===== src/dtfe_pkg.sv =====
// Shared types, codes and calendar helpers for the date and time field editor.
package dtfe_pkg;

  // Button command codes
  localparam logic [2:0] OP_NONE   = 3'd0;
  localparam logic [2:0] OP_INC    = 3'd1;
  localparam logic [2:0] OP_DEC    = 3'd2;
  localparam logic [2:0] OP_RIGHT  = 3'd3;
  localparam logic [2:0] OP_LEFT   = 3'd4;
  localparam logic [2:0] OP_TOGGLE = 3'd5;
  localparam logic [2:0] OP_SET    = 3'd6;
  localparam logic [2:0] OP_LOAD   = 3'd7;

  // Field selection codes
  localparam logic [2:0] F_DAY    = 3'd0;
  localparam logic [2:0] F_MONTH  = 3'd1;
  localparam logic [2:0] F_YEAR   = 3'd2;
  localparam logic [2:0] F_HOUR   = 3'd3;
  localparam logic [2:0] F_MINUTE = 3'd4;
  localparam logic [2:0] F_SECOND = 3'd5;

  // Commit kinds
  localparam logic [1:0] COMMIT_NONE = 2'd0;
  localparam logic [1:0] COMMIT_DATE = 2'd1;
  localparam logic [1:0] COMMIT_TIME = 2'd2;

  // Field limits
  localparam logic [3:0] MONTH_MAX = 4'd12;
  localparam logic [4:0] HOUR_MAX  = 5'd23;
  localparam logic [5:0] MIN_MAX   = 6'd59;

  // Edited date, time and selection
  typedef struct packed {
    logic [4:0] day;
    logic [3:0] month;
    logic [7:0] year;
    logic [4:0] hour;
    logic [5:0] minute;
    logic [5:0] second;
    logic       page;
    logic [2:0] field;
  } dtfe_state_t;

  // Values offered with a load command
  typedef struct packed {
    logic [4:0] day;
    logic [3:0] month;
    logic [7:0] year;
    logic [4:0] hour;
    logic [5:0] minute;
    logic [5:0] second;
  } dtfe_load_t;

  // Gregorian leap test on 2000 + offset; within 2000..2255 only 2100 and 2200
  // are multiples of four that fail it
  function automatic logic is_leap(input logic [7:0] off);
    is_leap = (off[1:0] == 2'd0) && (off != 8'd100) && (off != 8'd200);
  endfunction

  // Days in a month; an invalid month counts as January
  function automatic logic [4:0] month_len(input logic [3:0] m, input logic [7:0] off);
    logic [4:0] len;
    case (m)
      4'd2:                      len = is_leap(off) ? 5'd29 : 5'd28;
      4'd4, 4'd6, 4'd9, 4'd11:   len = 5'd30;
      default:                   len = 5'd31;
    endcase
    month_len = len;
  endfunction

  // Day pulled into 1..len
  function automatic logic [4:0] clamp_day(input logic [4:0] d, input logic [4:0] len);
    logic [4:0] r;
    r = (d > len) ? len : d;
    if (r == 5'd0) r = 5'd1;
    clamp_day = r;
  endfunction

  // Step up with wrap from hi to lo
  function automatic logic [5:0] wrap_up(input logic [5:0] v, input logic [5:0] lo,
                                         input logic [5:0] hi);
    wrap_up = (v >= hi) ? lo : v + 6'd1;
  endfunction

  // Step down with wrap from lo (or out of range) to hi
  function automatic logic [5:0] wrap_down(input logic [5:0] v, input logic [5:0] lo,
                                           input logic [5:0] hi);
    wrap_down = ((v <= lo) || (v > hi)) ? hi : v - 6'd1;
  endfunction

endpackage


===== src/dtfe_next.sv =====
// Next-state logic: applies one button command to the edited date and time.
module dtfe_next (
  input  dtfe_pkg::dtfe_state_t cur_i,
  input  logic [2:0]            opcode_i,
  input  dtfe_pkg::dtfe_load_t  load_i,
  output dtfe_pkg::dtfe_state_t nxt_o,
  output logic [1:0]            commit_o
);

  logic [2:0] base;
  logic       in_page;
  logic       up;
  logic [3:0] ld_month;
  logic [5:0] month_step;
  logic [5:0] hour_step;
  logic [3:0] new_month;
  logic [7:0] new_year;

  always_comb begin
    base       = cur_i.page ? dtfe_pkg::F_HOUR : dtfe_pkg::F_DAY;
    in_page    = (cur_i.field >= base) && (cur_i.field <= base + 3'd2);
    up         = (opcode_i == dtfe_pkg::OP_INC);
    month_step = up ? dtfe_pkg::wrap_up({2'd0, cur_i.month}, 6'd1,
                                        {2'd0, dtfe_pkg::MONTH_MAX})
                    : dtfe_pkg::wrap_down({2'd0, cur_i.month}, 6'd1,
                                          {2'd0, dtfe_pkg::MONTH_MAX});
    new_month  = month_step[3:0];
    hour_step  = up ? dtfe_pkg::wrap_up({1'b0, cur_i.hour}, 6'd0,
                                        {1'b0, dtfe_pkg::HOUR_MAX})
                    : dtfe_pkg::wrap_down({1'b0, cur_i.hour}, 6'd0,
                                          {1'b0, dtfe_pkg::HOUR_MAX});
    new_year   = up ? cur_i.year + 8'd1 : cur_i.year - 8'd1;
    // Saturate loaded month into 1..12
    if (load_i.month == 4'd0)                 ld_month = 4'd1;
    else if (load_i.month > dtfe_pkg::MONTH_MAX) ld_month = dtfe_pkg::MONTH_MAX;
    else                                      ld_month = load_i.month;

    nxt_o    = cur_i;
    commit_o = dtfe_pkg::COMMIT_NONE;

    case (opcode_i)
      dtfe_pkg::OP_INC, dtfe_pkg::OP_DEC: begin
        case (cur_i.field)
          dtfe_pkg::F_DAY: begin
            if (up) begin
              nxt_o.day = (cur_i.day >= dtfe_pkg::month_len(cur_i.month, cur_i.year))
                          ? 5'd1 : cur_i.day + 5'd1;
            end else begin
              nxt_o.day = ((cur_i.day <= 5'd1) ||
                           (cur_i.day > dtfe_pkg::month_len(cur_i.month, cur_i.year)))
                          ? dtfe_pkg::month_len(cur_i.month, cur_i.year)
                          : cur_i.day - 5'd1;
            end
          end
          dtfe_pkg::F_MONTH: begin
            nxt_o.month = new_month;
            nxt_o.day   = dtfe_pkg::clamp_day(cur_i.day,
                                              dtfe_pkg::month_len(new_month, cur_i.year));
          end
          dtfe_pkg::F_YEAR: begin
            nxt_o.year = new_year;
            nxt_o.day  = dtfe_pkg::clamp_day(cur_i.day,
                                             dtfe_pkg::month_len(cur_i.month, new_year));
          end
          dtfe_pkg::F_HOUR: begin
            nxt_o.hour = hour_step[4:0];
          end
          dtfe_pkg::F_MINUTE: begin
            nxt_o.minute = up ? dtfe_pkg::wrap_up(cur_i.minute, 6'd0, dtfe_pkg::MIN_MAX)
                              : dtfe_pkg::wrap_down(cur_i.minute, 6'd0, dtfe_pkg::MIN_MAX);
          end
          dtfe_pkg::F_SECOND: begin
            nxt_o.second = up ? dtfe_pkg::wrap_up(cur_i.second, 6'd0, dtfe_pkg::MIN_MAX)
                              : dtfe_pkg::wrap_down(cur_i.second, 6'd0, dtfe_pkg::MIN_MAX);
          end
          default: begin
            nxt_o.field = cur_i.field;
          end
        endcase
      end
      dtfe_pkg::OP_RIGHT: begin
        nxt_o.field = (!in_page || (cur_i.field == base + 3'd2)) ? base
                                                                : cur_i.field + 3'd1;
      end
      dtfe_pkg::OP_LEFT: begin
        if (!in_page)                nxt_o.field = base;
        else if (cur_i.field == base) nxt_o.field = base + 3'd2;
        else                          nxt_o.field = cur_i.field - 3'd1;
      end
      dtfe_pkg::OP_TOGGLE: begin
        nxt_o.page  = ~cur_i.page;
        nxt_o.field = cur_i.page ? dtfe_pkg::F_DAY : dtfe_pkg::F_HOUR;
      end
      dtfe_pkg::OP_SET: begin
        commit_o = cur_i.page ? dtfe_pkg::COMMIT_TIME : dtfe_pkg::COMMIT_DATE;
      end
      dtfe_pkg::OP_LOAD: begin
        nxt_o.year   = load_i.year;
        nxt_o.month  = ld_month;
        nxt_o.day    = dtfe_pkg::clamp_day(load_i.day,
                                           dtfe_pkg::month_len(ld_month, load_i.year));
        nxt_o.hour   = (load_i.hour > dtfe_pkg::HOUR_MAX) ? dtfe_pkg::HOUR_MAX : load_i.hour;
        nxt_o.minute = (load_i.minute > dtfe_pkg::MIN_MAX) ? dtfe_pkg::MIN_MAX
                                                           : load_i.minute;
        nxt_o.second = (load_i.second > dtfe_pkg::MIN_MAX) ? dtfe_pkg::MIN_MAX
                                                           : load_i.second;
      end
      default: begin
        commit_o = dtfe_pkg::COMMIT_NONE;
      end
    endcase
  end

endmodule


===== src/date_time_field_editor.sv =====
// Top level of the date and time field editor: state register, handshake and result.
//
//  channel  | dir | tdata                                   | tuser
//  s_axis   | in  | load day/month/year/hour/minute/second  | opcode
//  m_axis   | out | edited values, page, field, cursor      | commit kind
//
// One command per cycle while s_axis_tready_o is high; each accepted transaction
// gives one result in the next cycle. The state register doubles as the result register.
// A result held by m_axis_tready low still lets the next command in the cycle it leaves.
// Reset: date 01, January, offset 0, time 00:00:00, date page, day selected.
module date_time_field_editor (
  input  logic        clk_i,
  input  logic        rst_ni,
  input  logic        s_axis_tvalid_i,
  output logic        s_axis_tready_o,
  // [4:0] load_day, [8:5] load_month, [16:9] load_year, [21:17] load_hour,
  // [27:22] load_minute, [33:28] load_second, [39:34] zero
  input  logic [39:0] s_axis_tdata_i,
  // [2:0] opcode
  input  logic [2:0]  s_axis_tuser_i,
  output logic        m_axis_tvalid_o,
  input  logic        m_axis_tready_i,
  // [4:0] day_out, [8:5] month_out, [16:9] year_out, [21:17] hour_out,
  // [27:22] minute_out, [33:28] second_out, [34] page_out, [37:35] field_out,
  // [40:38] cursor_offset, [47:41] zero
  output logic [47:0] m_axis_tdata_o,
  // [1:0] commit_kind
  output logic [1:0]  m_axis_tuser_o
);

  dtfe_pkg::dtfe_state_t state_q, state_d;
  dtfe_pkg::dtfe_load_t  load;
  logic [1:0]            commit_q, commit_d;
  logic                  out_valid_q, out_valid_d;
  logic                  s_accept;
  logic [2:0]            base;
  logic [2:0]            rel_field;

  // Handshake: take a command when the result slot is empty or being drained
  assign s_axis_tready_o = !out_valid_q || m_axis_tready_i;
  assign s_accept        = s_axis_tvalid_i && s_axis_tready_o;

  // Unpack load values
  assign load.day    = s_axis_tdata_i[4:0];
  assign load.month  = s_axis_tdata_i[8:5];
  assign load.year   = s_axis_tdata_i[16:9];
  assign load.hour   = s_axis_tdata_i[21:17];
  assign load.minute = s_axis_tdata_i[27:22];
  assign load.second = s_axis_tdata_i[33:28];

  dtfe_next u_next (
    .cur_i    (state_q),
    .opcode_i (s_axis_tuser_i),
    .load_i   (load),
    .nxt_o    (state_d),
    .commit_o (commit_d)
  );

  // Output valid flag
  always_comb begin
    if (s_accept)             out_valid_d = 1'b1;
    else if (m_axis_tready_i) out_valid_d = 1'b0;
    else                      out_valid_d = out_valid_q;
  end

  // State and result registers
  always_ff @(posedge clk_i or negedge rst_ni) begin
    if (!rst_ni) begin
      out_valid_q    <= 1'b0;
      commit_q       <= dtfe_pkg::COMMIT_NONE;
      state_q.day    <= 5'd1;
      state_q.month  <= 4'd1;
      state_q.year   <= 8'd0;
      state_q.hour   <= 5'd0;
      state_q.minute <= 6'd0;
      state_q.second <= 6'd0;
      state_q.page   <= 1'b0;
      state_q.field  <= dtfe_pkg::F_DAY;
    end else begin
      out_valid_q <= out_valid_d;
      if (s_accept) begin
        state_q  <= state_d;
        commit_q <= commit_d;
      end
    end
  end

  // Cursor position within the page, two columns per field
  assign base      = state_q.page ? dtfe_pkg::F_HOUR : dtfe_pkg::F_DAY;
  assign rel_field = state_q.field - base;

  assign m_axis_tvalid_o = out_valid_q;
  assign m_axis_tuser_o  = commit_q;
  assign m_axis_tdata_o  = {7'd0, rel_field[1:0], 1'b0, state_q.field, state_q.page,
                            state_q.second, state_q.minute, state_q.hour,
                            state_q.year, state_q.month, state_q.day};

  // Day always lies within the current month
  assert property (@(posedge clk_i) disable iff (!rst_ni)
    (state_q.day >= 5'd1) &&
    (state_q.day <= dtfe_pkg::month_len(state_q.month, state_q.year)))
    else $error("day outside month length");

  // Edited values only move on an accepted transaction
  assert property (@(posedge clk_i) disable iff (!rst_ni)
    !s_accept |=> $stable(state_q) && $stable(commit_q))
    else $error("state changed without a transaction");

  // A set command reports a commit kind matching the page
  assert property (@(posedge clk_i) disable iff (!rst_ni)
    s_accept && (s_axis_tuser_i == dtfe_pkg::OP_SET) |=>
      (commit_q == (state_q.page ? dtfe_pkg::COMMIT_TIME : dtfe_pkg::COMMIT_DATE)))
    else $error("commit kind does not match page");

  // Toggling the page puts the cursor on the first field
  assert property (@(posedge clk_i) disable iff (!rst_ni)
    s_accept && (s_axis_tuser_i == dtfe_pkg::OP_TOGGLE) |=> (rel_field == 3'd0))
    else $error("page toggle left cursor off first field");

endmodule

===== config.mk =====
export PLATFORM = sky130hd
export DESIGN_NAME = date_time_field_editor
export DESIGN_NICKNAME = d
export VERILOG_FILES = /design/src/dtfe_pkg.sv /design/src/dtfe_next.sv /design/src/date_time_field_editor.sv
export SDC_FILE = /design/constraint.sdc
export NUM_CORES = 1
export LEC_CHECK = 0
export ABC_AREA = 1
export BUFFER_PORTS_ARGS = -buffer_cell sky130_fd_sc_hd__buf_2
export CORE_UTILIZATION = 56
export CTS_CLUSTER_SIZE = 30
export DETAILED_ROUTE_END_ITERATION = 7
export PLACE_DENSITY = 0.82
export SLEW_MARGIN = 20
export SYNTH_ARGS = -nofsm -noshare
export SYNTH_HDL_FRONTEND = slang
export SYNTH_SLANG_ARGS = --single-unit

===== constraint.sdc =====
create_clock -name clk_i -period 3.9 [get_ports clk_i]
set_input_delay 0.39 -clock clk_i [delete_from_list [all_inputs] [get_ports clk_i]]
set_output_delay 0.39 -clock clk_i [all_outputs]
set_load 0.005 [all_outputs]

* Word level (Yosys, flattened, before mapping) *
Index checks and enable logic that the tools add are counted.

word-level totals
  bits in latches = 0
  output and inout port bits = 52
  flip-flop bits (word level) = 41
  RAM bits = 0
  memory bits (read-only) = 0
  memories kept = 0

cells by class
  order comparisons = 24
  bitwise gates (word level) = 1
  $add $sub $neg = 16
  equal/unequal tests = 41
  reduce and logical (&&, ||, !) cells = 40
  muxes and demuxes = 62
  shifts and indexed selects = 0
  div/mod/pow operators = 0
  multipliers = 0

operators by type and width
  kind                                                             number
  2-to-1 mux 5 bit                                                 25
  case mux 34 bit (2 select lines)                                 1
  2-to-1 mux 6 bit                                                 10
  case mux 5 bit (2 select lines)                                  4
  equality test 4 x 3 -> 1 bit (second input constant)             6
  equality test 4 bit (second input constant)                      6
  greater-than comparator 6 bit (second input constant)            4
  2-to-1 mux 4 bit                                                 6
  inequality test 8 x 7 -> 1 bit (second input constant)           3
  inequality test 8 bit (second input constant)                    3
  greater-than comparator 5 bit                                    4
  equality test 3 bit (second input constant)                      6
  AND reduction 3 bit                                              6
  2-to-1 mux 8 bit                                                 2
  zero test 5 bit                                                  3
  case mux 5 bit (3 select lines)                                  1
  adder 6 x 1 -> 6 bit (second input constant)                     2
  equality test 3 x 2 -> 1 bit (second input constant)             4
  equality test 4 x 2 -> 1 bit (second input constant)             3
  greater-or-equal comparator 6 bit (second input constant)        2
  less-or-equal comparator 6 x 1 -> 1 bit (second input constant)  2
  OR reduction 4 bit                                               3
  subtractor 6 x 1 -> 6 bit (second input constant)                2
  adder 5 x 1 -> 5 bit (second input constant)                     2
  38 further kinds                                                 74

* Logic depth before layout (Yosys ltp) *
Gate-level depths: netlist of the first run.

  word-level depth = 15
  depth in mapped cells = 25
  mapped depth without buffers = 23

* By module *
Synthesis of the first run repeated with hierarchy kept, for this count alone.

unflattened totals
  cell total of the unflattened synthesis = 866
  area, all modules = 5353.9 µm²

modules (own cells, without submodules)
  module                  area an instance (µm²)  times used  seq. area each (µm²)  cells an instance
  dtfe_next               3578.4                  1           0.0                   667
  date_time_field_editor  1775.5                  1           1028.5                199

* Least setup slack after synthesis of the first run *
No wires, ideal clock.

  path type = input port to flip-flop
  from = input s_axis_tuser_i[1]
  to = register state_q, in the netlist m_axis_tdata_o[1]
  arrival time = 3.066 ns
  setup time = 0.117 ns
  stages = 21
  slack = 0.717 ns
  data required time = 3.783 ns
  path through = inv_1 nand3_2 buf_6 clkbuf_1 ha_1 or2_2 nand3b_1 nand2_1 nand2_1 nand2_1 nor2_1 nand2_1 nand3_1 a21oi_1 ha_1 o21ai_0 nand2_1 o211ai_1 nand4_1 nand3_1 nand2_1

on the way
  word-level cells in the longest chain between the ends = 15

RTL lines
  item                                                                      RTL line                          source
  start, declared                                                           date_time_field_editor.sv:20      input logic [2:0] s_axis_tuser_i,
  equality test 3 x 1 -> 1 bit                                              dtfe_next.sv:22, dtfe_next.sv:41
  2-to-1 mux 8 bit                                                          dtfe_next.sv:32                   new_year = up ? cur_i.year + 8'd1 : cur_i.year - 8'd1;
  inequality test 8 x 7 -> 1 bit / zero test 2 bit (equally long branches)  dtfe_pkg.sv:57                    is_leap = (off[1:0] == 2'd0) && (off != 8'd100) && (off != 8'd200);
  logical AND 1 bit (2 in a row)                                            dtfe_pkg.sv:57
  2-to-1 mux 1 bit                                                          dtfe_pkg.sv:64                    4'd2: len = is_leap(off) ? 5'd29 : 5'd28;
  case mux 5 bit (2 select lines)                                           dtfe_pkg.sv:63                    case (m)
  2-to-1 mux 5 bit                                                          dtfe_next.sv:43                   case (cur_i.field)
  2-to-1 mux 5 bit                                                          dtfe_next.sv:41                   case (opcode_i)
  greater-than comparator 5 bit                                             dtfe_pkg.sv:74                    r = (d > len) ? len : d;
  2-to-1 mux 5 bit                                                          dtfe_pkg.sv:74
  zero test 5 bit                                                           dtfe_pkg.sv:75                    if (r == 5'd0) r = 5'd1;
  2-to-1 mux 5 bit                                                          dtfe_pkg.sv:75
  case mux 5 bit (3 select lines)                                           dtfe_next.sv:43
  case mux 34 bit (2 select lines)                                          dtfe_next.sv:41
  end signal, assigned                                                      date_time_field_editor.sv:82      state_q <= state_d;
  end, declared                                                             date_time_field_editor.sv:31      dtfe_pkg::dtfe_state_t state_q, state_d;

Parallel ways exist; a longest one is shown, timed or not. The select of a mux whose other input is x is not followed.
A chain may end at the register's enable or synchronous reset.

* Worst setup path in the final report of the first run *
Same ends and word-level chain as after synthesis.

==> results of run 1 <==
[worst max-delay path, delay by kind of cell]
family,cells,cell delay (ns)
adder cells (fa/ha/maj),2,0.68
AO/OA/AOI/OAI,3,0.41
buffers and inverters,2,0.23
AND/OR/NAND/NOR,13,1.71
[sequential cells by signal (all words and copies together) (netlist names)]
signal,count
m_axis_tvalid_o,1
m_axis_tdata_o,38
m_axis_tuser_o,2
[Yosys cell counts, types with 2 or more instances]
cell	instances
sky130_fd_sc_hd__nand2_1	139
sky130_fd_sc_hd__o22ai_1	10
sky130_fd_sc_hd__a22oi_1	2
sky130_fd_sc_hd__o21ai_2	3
sky130_fd_sc_hd__nor2_1	66
sky130_fd_sc_hd__nor3_1	10
sky130_fd_sc_hd__inv_1	87
sky130_fd_sc_hd__a31oi_1	11
sky130_fd_sc_hd__a21oi_2	3
sky130_fd_sc_hd__xor2_1	18
sky130_fd_sc_hd__buf_4	10
sky130_fd_sc_hd__xnor2_1	6
sky130_fd_sc_hd__o31ai_1	3
sky130_fd_sc_hd__o21ai_1	4
sky130_fd_sc_hd__o21ai_0	63
sky130_fd_sc_hd__o21a_1	3
sky130_fd_sc_hd__o311ai_0	4
sky130_fd_sc_hd__nand3b_1	3
sky130_fd_sc_hd__buf_2	4
sky130_fd_sc_hd__nand2_2	7
sky130_fd_sc_hd__clkbuf_1	8
sky130_fd_sc_hd__dfstp_2	2
sky130_fd_sc_hd__nor4_1	3
sky130_fd_sc_hd__o221ai_1	2
sky130_fd_sc_hd__o211ai_1	13
sky130_fd_sc_hd__o2111ai_1	2
sky130_fd_sc_hd__inv_2	5
sky130_fd_sc_hd__a21oi_1	25
sky130_fd_sc_hd__dfrtp_1	39
sky130_fd_sc_hd__nand3_1	53
sky130_fd_sc_hd__or2_2	5
sky130_fd_sc_hd__nand4_1	14
sky130_fd_sc_hd__buf_1	2
sky130_fd_sc_hd__nor2_2	2
sky130_fd_sc_hd__ha_1	39
[how the worst max path moves through the flow]
stage / from / to / slack, ns / cells after the start
final: s_axis_tuser_i[1] / m_axis_tdata_o[1]$_DFFE_PN0P_ / 0.65 / 20
after global routing: s_axis_tuser_i[1] / m_axis_tdata_o[1]$_DFFE_PN0P_ / 0.36 / 20
after CTS: s_axis_tuser_i[1] / m_axis_tdata_o[1]$_DFFE_PN0P_ / 0.66 / 20
after detailed placement: s_axis_tuser_i[1] / m_axis_tdata_o[1]$_DFFE_PN0P_ / 0.37 / 20
after global placement: s_axis_tuser_i[1] / m_axis_tdata_o[1]$_DFFE_PN0P_ / 0.50 / 20
after floorplan: s_axis_tuser_i[1] / m_axis_tdata_o[1]$_DFFE_PN0P_ / 0.72 / 21
[power by group through the flow]
stage          combinational, mW  clock [mW]  sequential (mW)
6_report                    2.64       0.373            0.953
4_1_cts                     2.61       0.384            0.944
3_3_place_gp                2.49           0            0.939
2_1_floorplan               1.97           0            0.869
3_5_place_dp                2.59           0            0.950
5_1_grt                     3.03       0.396            0.990
[cell families after synthesis]
logic type	Yosys count	share of synthesized area (%)
compound gates	154	20.4
xor+xnor	24	4.66
fa+ha+maj	40	11.3
buf+inv	117	10.8
flops	41	22.8
other cells	1	0.0831
simple gates	307	29.9
[area by class of cell]
class,instances,area share [%]
multi-input cells,533,59.3
flip-flops and latches,41,20.2
repair buffers,88,8.88
inverters,92,6.77
well taps,102,2.50
clock buffers,6,1.62
clock inverters,2,0.736
[routing by layer]
layer  share of wire [%]  global-route usage (%)  wire length, µm  vias to the layer above
li1                    -                       -                -                     2448
met1                  44                    38.0             5320                     2307
met2                  47                    51.0             5740                      234
met3                 8.0                    4.56              979                       17
met4                 1.3                    9.24              155                        0
met5                   0                       0                0                        -
[stage by stage]
| step | hold slack [ns] | instances |
|---|---|---|
| floorplan | 0.0944 | 691 |
| global placement | 0.472 | 856 |
| detailed placement | 0.486 | 856 |
| CTS | 0.275 | 864 |
| global route | 0.117 | 864 |
| finish | 0.0637 | 864 |
==> metrics.csv, run 1 <==
stage,metric,value,unit
clocking,CTS H-tree depth,2,
critical_path,"most used cell, CP",sky130_fd_sc_hd__nand2_1,
power_and_ir_drop,power density cells,777,nW/µm²
final_layout,summed area of non-filler cells in the final layout,5100,µm²
final_layout,utilization after layout,65.7,%
timing,total setup violations reported at the end of the flow,0,
synthesis,register bit count reported by yosys,41,
placed_design,setup slack at placement,0.374,ns
run,# Max-Cap Violations,0,
timing,unrepaired setup endpoints after global routing,false,
synthesis,cell types with the largest area share after synthesis,"sky130_fd_sc_hd__dfrtp_1 (22%), sky130_fd_sc_hd__nand2_1 (12%), sky130_fd_sc_hd__ha_1 (11%), sky130_fd_sc_hd__inv_1 (7.2%), sky130_fd_sc_hd__o21ai_0 (7.0%)",
floorplanning,std cell rows,32,
timing,post-layout min period,3.25,ns
synthesis,number of enable-type register cells in the synthesized netlist,0,
synthesis,Unique masters post-synth,49,
route,DRT Pass-1 Iters,6,
critical_path,standard cell with the maximum stage delay on the critical path,sky130_fd_sc_hd__ha_1,
synthesis,post-synthesis area per instance,6.60,µm²
clocking,clock slew seen by the registers of the worst setup and hold paths,0.09,ns
clocking,Clock Latency Late Sink,0.30,ns
final_layout,"top library cells by usage in the layout, fill and taps aside","sky130_fd_sc_hd__nand2_1 (139), sky130_fd_sc_hd__inv_1 (87), sky130_fd_sc_hd__buf_2 (83)",
clocking,CTS Buffer Depth,2,
floorplanning,Die Area,8420,µm²
grt,first-pass GRT wire length,20500,µm
power_and_ir_drop,combinational power share,66.6,%
floorplanning,height of the die,91.8,µm
power_and_ir_drop,internal power contribution,1.89,mW
final_layout,P&R area growth vs syn,13.0,%
final_layout,fraction of layout cells with a size suffix above 1,16.8,%
power_and_ir_drop,total power after layout,3.97,mW
placed_design,number of input and output port buffers inserted,84,
synthesis,portion of synthesized cell area occupied by the leading cell type,21.6,%
floorplanning,starting density of the core,58.1,%
final_layout,multi-input logic area,3030,µm²
timing,Final Max Tran Viols,0,
clocking,TritonCTS buffer count,5,
timing,Layout Skew,0.00698,ns
timing,"Hold Violations, Final",0,
timing,final worst-path cycle share,83.3,%
placed_design,post-detail-place hpwl,9220,µm
power_and_ir_drop,largest voltage drop on the vdd net,0.518,mV
clocking,number of clock sinks,41,
clocking,number of buffers inserted to repair setup after CTS,0,
timing,worst relative slew slack,45.8,%
timing,accumulated negative setup slack,0,ns
final_layout,"Net count, final",848,
synthesis,main flop type after synthesis,sky130_fd_sc_hd__dfrtp_1,
worst_hold_path,Tightest Hold Check Type,in2async,
final_layout,Fillers,696,
critical_path,Worst Path Required,4.10,ns
final_layout,FF/Latch Area,1030,µm²
grt,remaining global-route overflow,0,
critical_path,end of the worst register-to-register path,m_axis_tdata_o[1]$_DFFE_PN0P_,
critical_path,category of the critical setup timing path,in2reg,
synthesis,register area share after synthesis,22.8,%
status,result of the run,completed,
synthesis,largest area contributor in the netlist,sky130_fd_sc_hd__dfrtp_1,
floorplanning,Die X,91.8,µm
route,count of antenna-violating nets left after detailed routing,0,
clocking,hold buffer count at CTS,0,
timing,Least-Margin Pin Slew,0.809,ns
floorplanning,# IOs,99,
power_and_ir_drop,switching part of the total,52.3,%
route,final routed wirelength across all metal layers,12200,µm
clocking,number of gates resized after CTS,0,
synthesis,Synth async-reset ratio,100,%
clocking,CTS tree,done,
timing,Worst Slack Setup Final,0.650,ns
power_and_ir_drop,static leakage,2.64,nW
critical_path,critical path data arrival time,3.45,ns
placed_design,Placed Area,4980,µm²
critical_path,cell breakdown of the critical path,buf_2 > inv_1 > nand3_2 > ha_1 > or2_2 > nand3b_1 > nand2_1 > nand2_1 > nand2_1 > nor2_1 > nand2_1 > nand3_1 > a21oi_1 > ha_1 > o21ai_0 > nand2_1 > o211ai_1 > nand4_1 > nand3_1 > nand2_1,
critical_path,R2R Setup Slk,0.77,ns
route,mean routed wirelength per cell,14.1,µm
critical_path,depth of the worst register-to-register path,20,
grt,initial antenna violation count,0,
route,iteration-0 DRC count of the detailed router,348,
critical_path,endpoint kind of the worst setup timing path,register,
final_layout,"most common cell after layout, fill and taps aside",sky130_fd_sc_hd__nand2_1,
route,vias,5006,
route,DR DRC count,0,
synthesis,post-synth design cell area,4510,µm²
timing,Achievable Freq,308,MHz
route,routed via count divided by cell count,5.79,
clocking,library cell used as clock root buffer,sky130_fd_sc_hd__clkbuf_8,
floorplanning,core region area,7770,µm²
power_and_ir_drop,Sw Pwr,2.07,mW
final_layout,Ant. Diodes,0,
power_and_ir_drop,power share of the clock group,9.4,%
critical_path,longest individual stage delay on the worst path,0.51,ns
critical_path,crit path max fanout,18,
synthesis,Gate Count Post-Synth,684,
grt,largest net degree at the start of global routing,43,
grt,number of global-route vias before repair,4637,
power_and_ir_drop,fraction of power consumed by sequential logic,24.0,%
grt,all-layer global routing usage,29.6,%
synthesis,Yosys warning count,0,
critical_path,reg2reg start,m_axis_tdata_o[5]$_DFFE_PN1P_,
critical_path,kind of start point of the critical path,primary input,
placed_design,placer congestion estimate,0.940,
No activity file was read; power rests on OpenSTA's default activity.
==> run 2: changes to the inputs <==
==> constraint.sdc (replaced) <==
create_clock -name clk_i -period 3.15 [get_ports clk_i]
set_input_delay 0.315 -clock clk_i [delete_from_list [all_inputs] [get_ports clk_i]]
set_output_delay 0.315 -clock clk_i [all_outputs]
set_load 0.005 [all_outputs]
==> run 2 against run 1 <==
The flow now finishes with violations (hold timing). Clock power rose by 5%. Register-to-register slack got worse by 0.57 ns. Worst hold slack got worse by 0.069 ns. Clock skew rose by 0.0063 ns. Routed wire length rose by 2.3%. Critical path depth did not move. Critical path type is now reg2reg. Largest cell class unchanged.
==> metrics.csv, run 2 (same netlist as run 1, synthesis figures left out) <==
stage,metric,value,unit
clocking,Clock Latency Late Sink,0.31,ns
route,routed via count divided by cell count,5.77,
power_and_ir_drop,largest voltage drop on the vdd net,0.567,mV
route,count of antenna-violating nets left after detailed routing,0,
critical_path,kind of start point of the critical path,register,
grt,number of global-route vias before repair,4761,
critical_path,critical path data arrival time,3.15,ns
timing,Layout Skew,0.0133,ns
clocking,CTS H-tree depth,2,
placed_design,placer congestion estimate,0.940,
timing,accumulated negative setup slack,0,ns
clocking,library cell used as clock root buffer,sky130_fd_sc_hd__clkbuf_8,
timing,total setup violations reported at the end of the flow,0,
grt,remaining global-route overflow,0,
final_layout,"Net count, final",858,
final_layout,Fillers,702,
status,result of the run,finished with violations,
critical_path,category of the critical setup timing path,reg2reg,
route,final routed wirelength across all metal layers,12500,µm
route,mean routed wirelength per cell,14.3,µm
critical_path,Worst Path Required,3.35,ns
final_layout,"top library cells by usage in the layout, fill and taps aside","sky130_fd_sc_hd__nand2_1 (139), sky130_fd_sc_hd__inv_1 (87), sky130_fd_sc_hd__buf_2 (83)",
floorplanning,starting density of the core,58.1,%
power_and_ir_drop,power density cells,955,nW/µm²
timing,"Hold Violations, Final",11,
route,DRT Pass-1 Iters,5,
clocking,hold buffer count at CTS,0,
timing,Least-Margin Pin Slew,0.862,ns
route,vias,5039,
final_layout,"flip-flop count of the largest register, all copies and words added",38,
power_and_ir_drop,static leakage,2.68,nW
floorplanning,std cell rows,32,
timing,final worst-path cycle share,93.5,%
worst_hold_path,Tightest Hold Check Type,in2async,
placed_design,post-detail-place hpwl,9520,µm
floorplanning,core region area,7770,µm²
floorplanning,# IOs,99,
final_layout,Ant. Diodes,0,
timing,Final Max Tran Viols,0,
timing,Achievable Freq,339,MHz
run,# Max-Cap Violations,0,
placed_design,setup slack at placement,0.0615,ns
final_layout,"most common cell after layout, fill and taps aside",sky130_fd_sc_hd__nand2_1,
timing,worst relative slew slack,42.3,%
clocking,clock slew seen by the registers of the worst setup and hold paths,0.10,ns
clocking,CTS Buffer Depth,2,
critical_path,crit path max fanout,5,
route,iteration-0 DRC count of the detailed router,472,
clocking,TritonCTS buffer count,5,
floorplanning,height of the die,91.8,µm
critical_path,endpoint kind of the worst setup timing path,register,
final_layout,fraction of layout cells with a size suffix above 1,18.4,%
timing,post-layout min period,2.95,ns
final_layout,P&R area growth vs syn,14.5,%
grt,largest net degree at the start of global routing,42,
status,violated checks,hold timing,
grt,all-layer global routing usage,30.1,%
floorplanning,Die Area,8420,µm²
clocking,number of clock sinks,41,
power_and_ir_drop,total power after layout,4.93,mW
clocking,CTS tree,done,
floorplanning,Die X,91.8,µm
placed_design,number of input and output port buffers inserted,84,
timing,worst hold slack across all endpoints,-0.00514,ns
timing,Worst Slack Setup Final,0.204,ns
route,DR DRC count,0,
grt,first-pass GRT wire length,20900,µm
grt,initial antenna violation count,0,
## run 2: layout make-up
class,instances,area (µm²),share of cell area (%)
Multi-Input combinational cell,533,3040,58.9
Sequential cell,41,1030,19.9
Timing Repair Buffer,98,528,10.2
Inverter,92,345,6.68
Tap cell,102,128,2.47
Clock buffer,5,68.8,1.33
Clock inverter,3,25.0,0.484
## run 2: per-stage QoR
stage                     cell area [µm²]  instances  utilization, %  hold WS, ns
after global placement               5040        864            64.9        0.471
after detailed placement             5040        864            64.9        0.484
after floorplan                      4540        691               -       0.0194
after global routing                 5170        874            66.5       0.0322
final                                5170        874            66.5     -0.00514
after CTS                            5130        872            66.1        0.209
## run 2: routing by layer
layer	up-vias	wire, µm	track usage [%]
li1	2468	-	-
met2	232	5960	53.1
met4	0	232	10.3
met5	-	0	0
met1	2308	5400	37.6
met3	31	881	4.23
## run 2: final timing paths
check / slack (ns) / startpoint / endpoint / depth (start not counted)
max: 0.20 / m_axis_tdata_o[5]$_DFFE_PN1P_ / m_axis_tdata_o[1]$_DFFE_PN0P_ / 20
min: -0.005 / rst_ni / m_axis_tdata_o[26]$_DFFE_PN0P_ / 1
max reg2reg: 0.20 / m_axis_tdata_o[5]$_DFFE_PN1P_ / m_axis_tdata_o[1]$_DFFE_PN0P_ / 20
min reg2reg: 0.50 / m_axis_tuser_o[0]$_DFFE_PN0P_ / m_axis_tuser_o[0]$_DFFE_PN0P_ / 2
max in group asynchronous: 2.76 / rst_ni / m_axis_tdata_o[0]$_DFFE_PN1P_ / 1
min in group clk_i: 0.26 / s_axis_tdata_i[27] / m_axis_tdata_o[27]$_DFFE_PN0P_ / 3
## run 2: what timing repair did
item                                   in CTS  in global routing
setup endpoints to repair                   0                  2
gates resized for setup                     0                  4
endpoints found under the hold margin       0                  0
setup buffers                               0                  2
## run 2: report_power, final
| group | total [mW] | leakage [nW] | internal, mW | switching [mW] |
|---|---|---|---|---|
| Clock | 0.390 | 0.0452 | 0.162 | 0.228 |
| Sequential | 1.17 | 0.499 | 0.771 | 0.399 |
| Combinational | 3.37 | 2.13 | 1.36 | 2.01 |
## run 2: worst max-delay path: stages (launching register included)
cell and delay [ns]:
sky130_fd_sc_hd__dfstp_2 0.55, sky130_fd_sc_hd__inv_1 0.10, sky130_fd_sc_hd__ha_2 0.24, sky130_fd_sc_hd__o21ai_2 0.15
sky130_fd_sc_hd__o21ai_2 0.09, sky130_fd_sc_hd__o21ai_2 0.18, sky130_fd_sc_hd__nand2_2 0.09, sky130_fd_sc_hd__nor2_1 0.11
sky130_fd_sc_hd__and2_4 0.17, sky130_fd_sc_hd__nand2_2 0.05, sky130_fd_sc_hd__nand2_2 0.09, sky130_fd_sc_hd__inv_1 0.05
sky130_fd_sc_hd__ha_1 0.17, sky130_fd_sc_hd__nor2_1 0.09, sky130_fd_sc_hd__o21ai_0 0.10, sky130_fd_sc_hd__a21oi_2 0.20
sky130_fd_sc_hd__nand2_1 0.09, sky130_fd_sc_hd__o211ai_1 0.08, sky130_fd_sc_hd__nand4_1 0.11, sky130_fd_sc_hd__nand3_1 0.09
sky130_fd_sc_hd__nand2_1 0.05
